$ cat src/rtl/core/thps_pkg.sv
// Shared types, constants and helpers for the three-servo position and homing block.
// No dependencies; every other file in rtl/core imports this package.
`default_nettype none

package thps_pkg;

    // Widths fixed by the command and result fields
    localparam int POS_W     = 8;
    localparam int MIN_W     = 9;
    localparam int OFF_W     = 5;
    localparam int KIND_W    = 2;
    localparam int SEL_W     = 2;
    localparam int CFG_IDX_W = 3;
    localparam int CFG_DAT_W = 8;
    localparam int LIFT_W    = 4;
    localparam int ARITH_W   = 12;

    localparam int SERVO_COUNT_DEF = 3;
    localparam int OUT_SERVOS      = 3;

    // Register reset values
    localparam logic [7:0] MIN_FLOOR_RST = 8'd80;
    localparam logic [7:0] MAX_POS_RST   = 8'd180;
    localparam logic [4:0] OFFSET_A_RST  = 5'sd0;
    localparam logic [4:0] OFFSET_B_RST  = 5'h1F;
    localparam logic [4:0] OFFSET_C_RST  = 5'sd5;

    // Positioning constants
    localparam logic [7:0] POS_RST      = 8'd170;
    localparam logic [7:0] HOME_PRESET  = 8'd110;
    localparam int         RELEASE_LIFT = 10;
    localparam logic [3:0] LIFT_STEPS   = 4'd9;
    localparam int         LIFT_STEP    = 5;
    localparam int         BULK_LOW_GAP = 30;
    localparam int         BULK_BIAS    = 90;
    localparam logic [7:0] DIR_UP       = 8'd1;
    localparam logic [7:0] DIR_DOWN     = 8'd0;

    typedef logic [POS_W-1:0]        t_pos;
    typedef logic [MIN_W-1:0]        t_min;
    typedef logic signed [OFF_W-1:0] t_off;
    typedef logic signed [ARITH_W-1:0] t_arith;

    typedef enum logic [2:0] {
        PH_IDLE    = 3'd0,
        PH_START   = 3'd1,
        PH_DOWN    = 3'd2,
        PH_RELEASE = 3'd3,
        PH_UP      = 3'd4
    } t_phase;

    typedef enum logic [1:0] {
        KIND_HOME = 2'd0,
        KIND_MAN  = 2'd1,
        KIND_BULK = 2'd2,
        KIND_TICK = 2'd3
    } t_kind;

    typedef enum logic [2:0] {
        REG_MIN_FLOOR = 3'd0,
        REG_MAX_POS   = 3'd1,
        REG_OFFSET_A  = 3'd2,
        REG_OFFSET_B  = 3'd3,
        REG_OFFSET_C  = 3'd4
    } t_reg_idx;

    typedef enum logic [3:0] {
        OP_NONE,
        OP_CLEAR,
        OP_MAN_UP,
        OP_MAN_DOWN,
        OP_BULK,
        OP_PRESET,
        OP_DESCEND,
        OP_RELEASE,
        OP_LIFT
    } t_lane_op;

    // Command broadcast from the sequencer to every lane
    typedef struct packed {
        t_lane_op op;
        t_pos     step;
        t_pos     max_pos;
        t_pos     min_floor;
    } t_lane_cmd;

    // Sequencer status seen by the top level
    typedef struct packed {
        t_phase            phase;
        logic [LIFT_W-1:0] lift;
    } t_ctrl_stat;

    // Saturate a signed intermediate to the position range
    function automatic t_pos sat_pos(input t_arith v);
        t_pos r;
        if (v < 0) begin
            r = '0;
        end else if (v > t_arith'(255)) begin
            r = '1;
        end else begin
            r = v[POS_W-1:0];
        end
        return r;
    endfunction

endpackage

`default_nettype wire

$ cat src/rtl/core/thps_lane.sv
// One servo lane: position, learned minimum and switch flag, updated per transfer.
// Depends on thps_pkg for the lane command and arithmetic types.
`default_nettype none

module thps_lane (
    input  wire logic               i_clk,
    input  wire logic               i_rst_n,
    input  wire logic               i_accept,
    input  wire thps_pkg::t_lane_cmd i_cmd,
    input  wire logic               i_hit,
    input  wire logic               i_bulk_en,
    input  wire thps_pkg::t_pos     i_angle,
    input  wire logic               i_switch_open,
    input  wire thps_pkg::t_off     i_offset,
    output thps_pkg::t_pos          o_pos_next,
    output logic                    o_active
);
    import thps_pkg::*;

    t_pos r_pos, n_pos;
    t_min r_min, n_min;
    logic r_seen, n_seen;

    t_arith w_pos, w_min, w_step, w_max, w_off, w_ang;
    t_arith w_sum, w_lo, w_a;

    assign w_pos  = t_arith'({1'b0, r_pos});
    assign w_min  = t_arith'({1'b0, r_min});
    assign w_step = t_arith'({1'b0, i_cmd.step});
    assign w_max  = t_arith'({1'b0, i_cmd.max_pos});
    assign w_off  = t_arith'(i_offset);
    assign w_ang  = t_arith'({1'b0, i_angle});

    // Still descending: switch not yet seen and reported open
    assign o_active = !r_seen && i_switch_open;

    // Work out the next lane state for this command
    always_comb begin
        n_pos = r_pos;
        n_min = r_min;
        n_seen = r_seen;
        w_sum = '0;
        w_lo  = '0;
        w_a   = '0;
        unique case (i_cmd.op)
            OP_CLEAR: begin
                n_seen = 1'b0;
            end
            OP_MAN_UP: begin
                w_sum = w_pos + w_step;
                if (i_hit) begin
                    n_pos = sat_pos((w_sum > w_max) ? w_max : w_sum);
                end
            end
            OP_MAN_DOWN: begin
                w_sum = w_pos - w_step;
                if (i_hit) begin
                    n_pos = sat_pos((w_sum < w_min) ? w_min : w_sum);
                end
            end
            OP_BULK: begin
                w_lo = w_min + t_arith'(BULK_LOW_GAP);
                if (w_ang < w_lo) begin
                    w_a = w_lo;
                end else if (w_ang > w_max) begin
                    w_a = w_max;
                end else begin
                    w_a = w_ang;
                end
                w_sum = w_a + w_min - t_arith'(BULK_BIAS);
                if (i_bulk_en) begin
                    n_pos = sat_pos(w_sum);
                end
            end
            OP_PRESET: begin
                n_pos = HOME_PRESET;
                n_min = t_min'(i_cmd.min_floor);
            end
            OP_DESCEND: begin
                if (!r_seen) begin
                    if (i_switch_open) begin
                        w_sum = w_pos - t_arith'(1);
                        n_pos = sat_pos((w_sum < (w_min - w_off)) ? w_min : w_sum);
                    end else begin
                        // Learn the minimum where the switch closed
                        w_sum = w_pos + w_off;
                        n_min = (w_sum < 0) ? '0 : w_sum[MIN_W-1:0];
                        n_seen = 1'b1;
                    end
                end
            end
            OP_RELEASE: begin
                w_sum = w_min + t_arith'(RELEASE_LIFT);
                if (r_seen) begin
                    n_pos = sat_pos((w_sum > w_max) ? w_max : w_sum);
                end
            end
            OP_LIFT: begin
                w_sum = w_pos + t_arith'(LIFT_STEP);
                n_pos = sat_pos((w_sum > w_max) ? w_max : w_sum);
            end
            default: begin
            end
        endcase
    end

    assign o_pos_next = n_pos;

    // Commit on each input transfer
    always_ff @(posedge i_clk) begin
        if (!i_rst_n) begin
            r_pos  <= POS_RST;
            r_min  <= t_min'(MIN_FLOOR_RST);
            r_seen <= 1'b0;
        end else if (i_accept) begin
            r_pos  <= n_pos;
            r_min  <= n_min;
            r_seen <= n_seen;
        end
    end

endmodule

`default_nettype wire

$ cat src/rtl/core/thps_ctrl.sv
// Command decode and homing sequencer; merges the lanes' descent flags.
// Depends on thps_pkg for phase, kind and lane command types.
`default_nettype none

module thps_ctrl #(
    parameter int SERVO_COUNT = thps_pkg::SERVO_COUNT_DEF
) (
    input  wire logic                        i_clk,
    input  wire logic                        i_rst_n,
    input  wire logic                        i_accept,
    input  wire logic [thps_pkg::KIND_W-1:0] i_kind,
    input  wire thps_pkg::t_pos              i_direction_code,
    input  wire thps_pkg::t_pos              i_step_size,
    input  wire thps_pkg::t_pos              i_max_pos,
    input  wire thps_pkg::t_pos              i_min_floor,
    input  wire logic [SERVO_COUNT-1:0]      i_active,
    output thps_pkg::t_lane_cmd              o_cmd,
    output thps_pkg::t_phase                 o_phase_next,
    output thps_pkg::t_ctrl_stat             o_stat
);
    import thps_pkg::*;

    t_phase            r_phase, n_phase;
    logic [LIFT_W-1:0] r_lift, n_lift;
    t_kind             w_kind;
    logic              w_all_closed;
    logic              w_lifting;

    assign w_kind       = t_kind'(i_kind);
    assign w_all_closed = (i_active == '0);
    assign w_lifting    = (r_lift < LIFT_STEPS);

    // Next phase and lift count
    always_comb begin
        n_phase = r_phase;
        n_lift  = r_lift;
        unique case (w_kind)
            KIND_HOME: begin
                n_phase = PH_START;
                n_lift  = '0;
            end
            KIND_TICK: begin
                unique case (r_phase)
                    PH_IDLE:    n_phase = PH_IDLE;
                    PH_START:   n_phase = PH_DOWN;
                    PH_DOWN:    n_phase = w_all_closed ? PH_RELEASE : PH_DOWN;
                    PH_RELEASE: begin
                        n_phase = PH_UP;
                        n_lift  = '0;
                    end
                    PH_UP: begin
                        if (w_lifting) begin
                            n_lift = r_lift + 1'b1;
                        end else begin
                            n_phase = PH_IDLE;
                        end
                    end
                    default:    n_phase = PH_IDLE;
                endcase
            end
            default: begin
            end
        endcase
    end

    // Lane command for this transfer
    always_comb begin
        o_cmd.step      = i_step_size;
        o_cmd.max_pos   = i_max_pos;
        o_cmd.min_floor = i_min_floor;
        o_cmd.op        = OP_NONE;
        unique case (w_kind)
            KIND_HOME: o_cmd.op = OP_CLEAR;
            KIND_MAN: begin
                if (i_direction_code == DIR_UP) begin
                    o_cmd.op = OP_MAN_UP;
                end else if (i_direction_code == DIR_DOWN) begin
                    o_cmd.op = OP_MAN_DOWN;
                end
            end
            KIND_BULK: o_cmd.op = OP_BULK;
            KIND_TICK: begin
                unique case (r_phase)
                    PH_START:   o_cmd.op = OP_PRESET;
                    PH_DOWN:    o_cmd.op = OP_DESCEND;
                    PH_RELEASE: o_cmd.op = OP_RELEASE;
                    PH_UP:      o_cmd.op = w_lifting ? OP_LIFT : OP_NONE;
                    default:    o_cmd.op = OP_NONE;
                endcase
            end
            default: o_cmd.op = OP_NONE;
        endcase
    end

    assign o_phase_next = n_phase;
    assign o_stat.phase = r_phase;
    assign o_stat.lift  = r_lift;

    always_ff @(posedge i_clk) begin
        if (!i_rst_n) begin
            r_phase <= PH_IDLE;
            r_lift  <= '0;
        end else if (i_accept) begin
            r_phase <= n_phase;
            r_lift  <= n_lift;
        end
    end

endmodule

`default_nettype wire

$ cat src/rtl/core/three_servo_position_homing_top.sv
// Top level: configuration registers, servo lanes, sequencer and result register.
// Depends on thps_pkg, thps_lane and thps_ctrl.
//
//  channel  direction  handshake                 payload
//  in       sink       i_in_valid / o_in_stall   kind, servo_sel, direction_code, step_size,
//                                                angle_a..c, switch_open
//  out      source     o_out_valid / i_out_stall pos_a..c, homing_phase
//  cfg      sink       i_cfg_valid / o_cfg_ready i_cfg_index, i_cfg_data
//
// One command per cycle: each transfer updates every lane and the sequencer in the
// cycle it is taken, and its result appears in the output register on the next cycle.
// Throughput is set by the single output register: the input stalls only while a result
// is held and the sink stalls. Reset is synchronous, active low, and restores positions
// to 170, minimums to the floor reset and the phase to idle. Configuration is always ready.
`default_nettype none

module three_servo_position_homing_top #(
    parameter int SERVO_COUNT = thps_pkg::SERVO_COUNT_DEF
) (
    input  wire logic                           i_clk,
    input  wire logic                           i_rst_n,
    input  wire logic                           i_in_valid,
    output logic                                o_in_stall,
    input  wire logic [thps_pkg::KIND_W-1:0]    i_kind,
    input  wire logic [thps_pkg::SEL_W-1:0]     i_servo_sel,
    input  wire logic [7:0]                     i_direction_code,
    input  wire logic [7:0]                     i_step_size,
    input  wire logic [7:0]                     i_angle_a,
    input  wire logic [7:0]                     i_angle_b,
    input  wire logic [7:0]                     i_angle_c,
    input  wire logic [2:0]                     i_switch_open,
    output logic                                o_out_valid,
    input  wire logic                           i_out_stall,
    output logic [7:0]                          o_pos_a,
    output logic [7:0]                          o_pos_b,
    output logic [7:0]                          o_pos_c,
    output logic [2:0]                          o_homing_phase,
    input  wire logic                           i_cfg_valid,
    output logic                                o_cfg_ready,
    input  wire logic [thps_pkg::CFG_IDX_W-1:0] i_cfg_index,
    input  wire logic [thps_pkg::CFG_DAT_W-1:0] i_cfg_data
);
    import thps_pkg::*;

    t_pos r_min_floor, r_max_pos;
    t_off r_offset [OUT_SERVOS];

    logic       w_accept;
    t_lane_cmd  w_cmd;
    t_phase     w_phase_next;
    t_ctrl_stat w_stat;
    logic [SERVO_COUNT-1:0] w_active;
    t_pos w_pos_next [SERVO_COUNT];
    t_pos w_out      [OUT_SERVOS];
    t_pos w_angle    [OUT_SERVOS];

    logic   r_out_valid;
    t_pos   r_pos_a, r_pos_b, r_pos_c;
    t_phase r_phase;

    assign w_accept    = i_in_valid && !o_in_stall;
    assign o_in_stall  = r_out_valid && i_out_stall;
    assign o_cfg_ready = 1'b1;

    assign w_angle[0] = i_angle_a;
    assign w_angle[1] = i_angle_b;
    assign w_angle[2] = i_angle_c;

    // Write configuration registers; unknown indexes are dropped
    always_ff @(posedge i_clk) begin
        if (!i_rst_n) begin
            r_min_floor <= MIN_FLOOR_RST;
            r_max_pos   <= MAX_POS_RST;
            r_offset[0] <= OFFSET_A_RST;
            r_offset[1] <= OFFSET_B_RST;
            r_offset[2] <= OFFSET_C_RST;
        end else if (i_cfg_valid && o_cfg_ready) begin
            unique case (t_reg_idx'(i_cfg_index))
                REG_MIN_FLOOR: r_min_floor <= i_cfg_data;
                REG_MAX_POS:   r_max_pos   <= i_cfg_data;
                REG_OFFSET_A:  r_offset[0] <= i_cfg_data[OFF_W-1:0];
                REG_OFFSET_B:  r_offset[1] <= i_cfg_data[OFF_W-1:0];
                REG_OFFSET_C:  r_offset[2] <= i_cfg_data[OFF_W-1:0];
                default: begin
                end
            endcase
        end
    end

    thps_ctrl #(
        .SERVO_COUNT (SERVO_COUNT)
    ) u_ctrl (
        .i_clk            (i_clk),
        .i_rst_n          (i_rst_n),
        .i_accept         (w_accept),
        .i_kind           (i_kind),
        .i_direction_code (i_direction_code),
        .i_step_size      (i_step_size),
        .i_max_pos        (r_max_pos),
        .i_min_floor      (r_min_floor),
        .i_active         (w_active),
        .o_cmd            (w_cmd),
        .o_phase_next     (w_phase_next),
        .o_stat           (w_stat)
    );

    // One lane per servo; servos past the third have no angle, offset or switch
    for (genvar g = 0; g < SERVO_COUNT; g++) begin : g_lane
        logic w_hit;
        assign w_hit = (int'(i_servo_sel) == g);
        if (g < OUT_SERVOS) begin : g_wired
            thps_lane u_lane (
                .i_clk         (i_clk),
                .i_rst_n       (i_rst_n),
                .i_accept      (w_accept),
                .i_cmd         (w_cmd),
                .i_hit         (w_hit),
                .i_bulk_en     (1'b1),
                .i_angle       (w_angle[g]),
                .i_switch_open (i_switch_open[g]),
                .i_offset      (r_offset[g]),
                .o_pos_next    (w_pos_next[g]),
                .o_active      (w_active[g])
            );
        end else begin : g_extra
            thps_lane u_lane (
                .i_clk         (i_clk),
                .i_rst_n       (i_rst_n),
                .i_accept      (w_accept),
                .i_cmd         (w_cmd),
                .i_hit         (w_hit),
                .i_bulk_en     (1'b0),
                .i_angle       ('0),
                .i_switch_open (1'b0),
                .i_offset      ('0),
                .o_pos_next    (w_pos_next[g]),
                .o_active      (w_active[g])
            );
        end
    end

    // Result fields; absent servos read zero
    for (genvar g = 0; g < OUT_SERVOS; g++) begin : g_out
        if (g < SERVO_COUNT) begin : g_have
            assign w_out[g] = w_pos_next[g];
        end else begin : g_none
            assign w_out[g] = '0;
        end
    end

    // Hold the result until the sink takes it
    always_ff @(posedge i_clk) begin
        if (!i_rst_n) begin
            r_out_valid <= 1'b0;
        end else if (w_accept) begin
            r_out_valid <= 1'b1;
        end else if (!i_out_stall) begin
            r_out_valid <= 1'b0;
        end
    end

    always_ff @(posedge i_clk) begin
        if (w_accept) begin
            r_pos_a <= w_out[0];
            r_pos_b <= w_out[1];
            r_pos_c <= w_out[2];
            r_phase <= w_phase_next;
        end
    end

    assign o_out_valid    = r_out_valid;
    assign o_pos_a        = r_pos_a;
    assign o_pos_b        = r_pos_b;
    assign o_pos_c        = r_pos_c;
    assign o_homing_phase = r_phase;

    // A transfer always leaves a result behind
    a_accept_gives_result: assert property (@(posedge i_clk) disable iff (!i_rst_n)
        w_accept |=> o_out_valid)
        else $error("transfer did not produce a result");

    // The phase shown matches the sequencer while a result is held
    a_phase_matches: assert property (@(posedge i_clk) disable iff (!i_rst_n)
        o_out_valid |-> (o_homing_phase == w_stat.phase))
        else $error("result phase differs from sequencer phase");

    // A homing command always arms the sequence
    a_home_arms: assert property (@(posedge i_clk) disable iff (!i_rst_n)
        (w_accept && (t_kind'(i_kind) == KIND_HOME)) |=> (w_stat.phase == PH_START))
        else $error("homing command did not arm the sequence");

    // The lift counter never passes the number of lifts
    a_lift_bound: assert property (@(posedge i_clk) disable iff (!i_rst_n)
        w_stat.lift <= LIFT_STEPS)
        else $error("lift count out of range");

endmodule

`default_nettype wire
$ cat config.mk
export PLATFORM = sky130hd
export DESIGN_NAME = three_servo_position_homing_top
export DESIGN_NICKNAME = d
export VERILOG_FILES = /design/src/rtl/core/thps_pkg.sv /design/src/rtl/core/thps_lane.sv /design/src/rtl/core/thps_ctrl.sv /design/src/rtl/core/three_servo_position_homing_top.sv
export SDC_FILE = /design/constraint.sdc
export NUM_CORES = 1
export LEC_CHECK = 0
export ABC_AREA = 1
export BUFFER_PORTS_ARGS = -buffer_cell sky130_fd_sc_hd__buf_2
export CORE_MARGIN = 3
export CORE_UTILIZATION = 40
export DETAILED_ROUTE_END_ITERATION = 12
export PLACE_DENSITY = 0.54
export SYNTH_ARGS = -nofsm -noshare
export SYNTH_HDL_FRONTEND = slang
export SYNTH_SLANG_ARGS = --single-unit
export TNS_END_PERCENT = 50
$ cat constraint.sdc
create_clock -name i_clk -period 9.7 [get_ports i_clk]
set_clock_uncertainty 0.1 [all_clocks]
set_input_delay 0.97 -clock i_clk [delete_from_list [all_inputs] [get_ports i_clk]]
set_output_delay 0.97 -clock i_clk [all_outputs]
set_load 0.005 [all_outputs]
==> results.json <==
{
  "drt_wl_total_mm": 87.7,
  "period_minus_slack_ps": 6140,
  "synth_common_cells": "nand2_1, inv_1, ha_1",
  "fin_area_um2": 22800,
  "drv_slew": 0,
  "post-route-period-util_pct": 63.3,
  "dieArea_um2": 55300,
  "synth_fp_nets": 3796,
  "cts_buffer_depth": 2,
  "grt_pass1_vias": 22059,
  "max-cap-violations": 0,
  "crit_arrival_ps": 6170,
  "cts_sinks": 120,
  "place_ws_ps": 3670,
  "ioPinCount": 93,
  "irDropWorstVdd_mv": 0.134,
  "cellPowerDensity_nw_per_um2": 125,
  "drc": 0,
  "wl_per_cell_um": 21.3,
  "path_clk_slew_ps": 70,
  "postLayoutSetupSlackWorst_ps": 3560,
  "vias": 22907,
  "synth_ff_type": "dfxtp_1",
  "crit_fanout": 11,
  "drtIter0Drc": 1903,
  "finalHoldViolCount": 0,
  "yosys.area.top_type": "ha_1",
  "gp_congestion": 0.996,
  "hold_slack_ps": 353,
  "critical_path_class": "flip-flop to flip-flop",
  "chipWidth_um": 235,
  "fp.dieH_um": 235,
  "final_nets": 3855,
  "post_cts_resized": 0,
  "cts_hold_buffers": 0,
  "rsz0062_at_grt": "false",
  "cts_tree": "built",
  "firstDrtPassIters": 6,
  "root_buffer": "clkbuf_16",
  "placed_area_um2": 22200,
  "io_buffers": 91,
  "fin_tns_setup_ps": 0,
  "async_reset_ff_share_pct": 0,
  "setup_violations": 0,
  "antenna_found_initial": 1,
  "ys_types": 57,
  "syn_to_final_growth_pct": 8.46,
  "reg2reg_slack_ps": 3560,
  "drive_above_1_share_pct": 6.80,
  "post_drt_via_cell_ratio": 5.56,
  "slew_headroom_pct": 31.5,
  "ys_seq_area_share_pct": 13.4,
  "synth_area_leaders": "ha_1, nand2_1, inv_1",
  "ant_nets": 0,
  "synth_top_area_share_pct": 20.8,
  "cts_max_level": 4,
  "synthCells": 3368,
  "p_leak_nw": 11.8,
  "initial_core_util_pct": 40.7,
  "start_kind": "flip-flop",
  "grt_overflow": 0,
  "post_cts_buffers": 0,
  "core_area_um2": 51600,
  "grt_pass1_wl_mm": 133,
  "grt_max_degree": 65,
  "insertion_delay_ps": 490,
  "synth_most_common_cell": "nand2_1",
  "fin_util_pct": 44.2,
  "fmax_mhz": 163,
  "worstMarginPinSlew_ps": 1020,
  "ys_ff_latch": 120,
  "synth_edf_count": 42,
  "synth_area_um2": 21000,
  "dp_hpwl_mm": 68.8,
  "hold_path_class": "flip-flop to flip-flop",
  "worstSetupEndpointType": "flip-flop",
  "status": "finished clean",
  "avgSynthCellArea_um2": 6.24,
  "yosys_warnings": 0,
  "row_count": 83,
  "cts_made_buffers": 17,
  "track_usage_pct": 30.9,
  "worstPathRequired_ps": 9730
}
## per-layer routing
layer	GRT usage (%)	vias to the layer above	wire (um)
met3	4.35	172	5260
met4	12.2	2	3500
met1	40.6	10664	38700
li1	-	11261	-
met2	51.2	808	40200
met5	0	-	13
## final timing paths
check                                    startpoint              to  cells past startpoint
hold / removal                       r_min_floor[7]  r_min_floor[7]                      2
setup reg to reg  g_lane[1].g_wired.u_lane.r_min[1]      o_pos_b[0]                     26
setup / recovery  g_lane[1].g_wired.u_lane.r_min[1]      o_pos_b[0]                     26
hold reg to reg                      r_min_floor[7]  r_min_floor[7]                      2
## stage by stage
step / total power [mW] / cells
after detailed placement: 2.15 / 4088
after CTS: 2.85 / 4120
after floorplan: 1.71 / 3368
after global placement: 2.14 / 4088
final: 2.85 / 4122
after global routing: 3.09 / 4120
## final cells by class
| cell class | instances | area, um^2 |
|---|---|---|
| Tap cell | 680 | 851 |
| Inverter | 482 | 1810 |
| Sequential cell | 120 | 2820 |
| Multi-Input combinational cell | 2674 | 15900 |
| Fill cell | 5559 | 28800 |
| Antenna cell | 2 | 5.00 |
| Timing Repair Buffer | 132 | 763 |
| Clock inverter | 14 | 161 |
| Clock buffer | 18 | 429 |
## where the power goes
part	internal, mW	total [mW]	switching, mW
sequential	0.563	0.612	0.0487
combinational	0.530	1.56	1.03
clock	0.384	0.684	0.300
## kinds of logic (layout without fill, tap and decap cells)
group / after synthesis / in the layout / synth area share, %
and+or+nand+nor: 1530 / 1530 / 30.8
buffers and inverters: 574 / 646 / 10.8
xor gates and xnor gates: 144 / 144 / 6.00
AOI/OAI and AO/OA: 634 / 634 / 16.8
DFF: 120 / 120 / 13.4
adders and majority gates: 365 / 365 / 22.3
other: 1 / 3 / 0.0178
## sequential cells by signal, summed over array words and instances (netlist names)
| signal | cells |
|---|---|
| o_pos_c | 8 |
| o_homing_phase | 3 |
| r_min_floor | 8 |
| u_ctrl.r_phase | 3 |
| r_offset | 15 |
| o_out_valid | 1 |
| r_max_pos | 8 |
| g_lane.g_wired.u_lane.r_min | 27 |
| o_pos_b | 8 |
| g_lane.g_wired.u_lane.r_pos | 24 |
| g_lane.g_wired.u_lane.r_seen | 3 |
| o_pos_a | 8 |
| u_ctrl.r_lift | 4 |
## placed cells by master (no fill, tap or decap), types with 8 or more instances in the layout
master	synthesis	routed
nand4_1	52	52
nand2_2	11	11
o211ai_1	29	29
ha_1	350	350
dfxtp_1	78	78
and2_1	8	8
a31oi_1	11	11
a21oi_2	11	11
buf_2	39	91
or2_2	9	9
inv_2	16	16
nand2_1	845	845
clkbuf_16	0	17
o21ai_0	183	183
edfxtp_1	42	42
xor2_1	112	112
nor2_1	266	263
o21bai_1	24	24
o21ai_1	30	30
fa_1	15	15
clkinv_1	10	10
nand3_1	286	286
a211oi_1	9	9
a21oi_1	296	296
xnor2_1	32	32
buf_4	4	41
o21a_1	12	12
nor3_1	28	28
inv_1	454	454
## critical path, stage by stage, from the launching register on
cell	delay, ps
dfxtp_1	570
inv_1	370
ha_1	340
nand3_1	140
nand2_1	100
xor2_1	180
inv_1	70
ha_1	290
inv_1	60
o31ai_1	270
nand3_1	130
nand2_1	280
inv_1	150
nand2_1	70
o21ai_0	130
ha_1	300
inv_1	40
ha_1	250
fa_1	430
nand3_1	100
nand3_1	130
nand4_1	170
nand3_1	90
nand2_1	80
nand3_1	140
o31ai_1	440
nand4_1	360
Power figures use the tool's default switching activity.
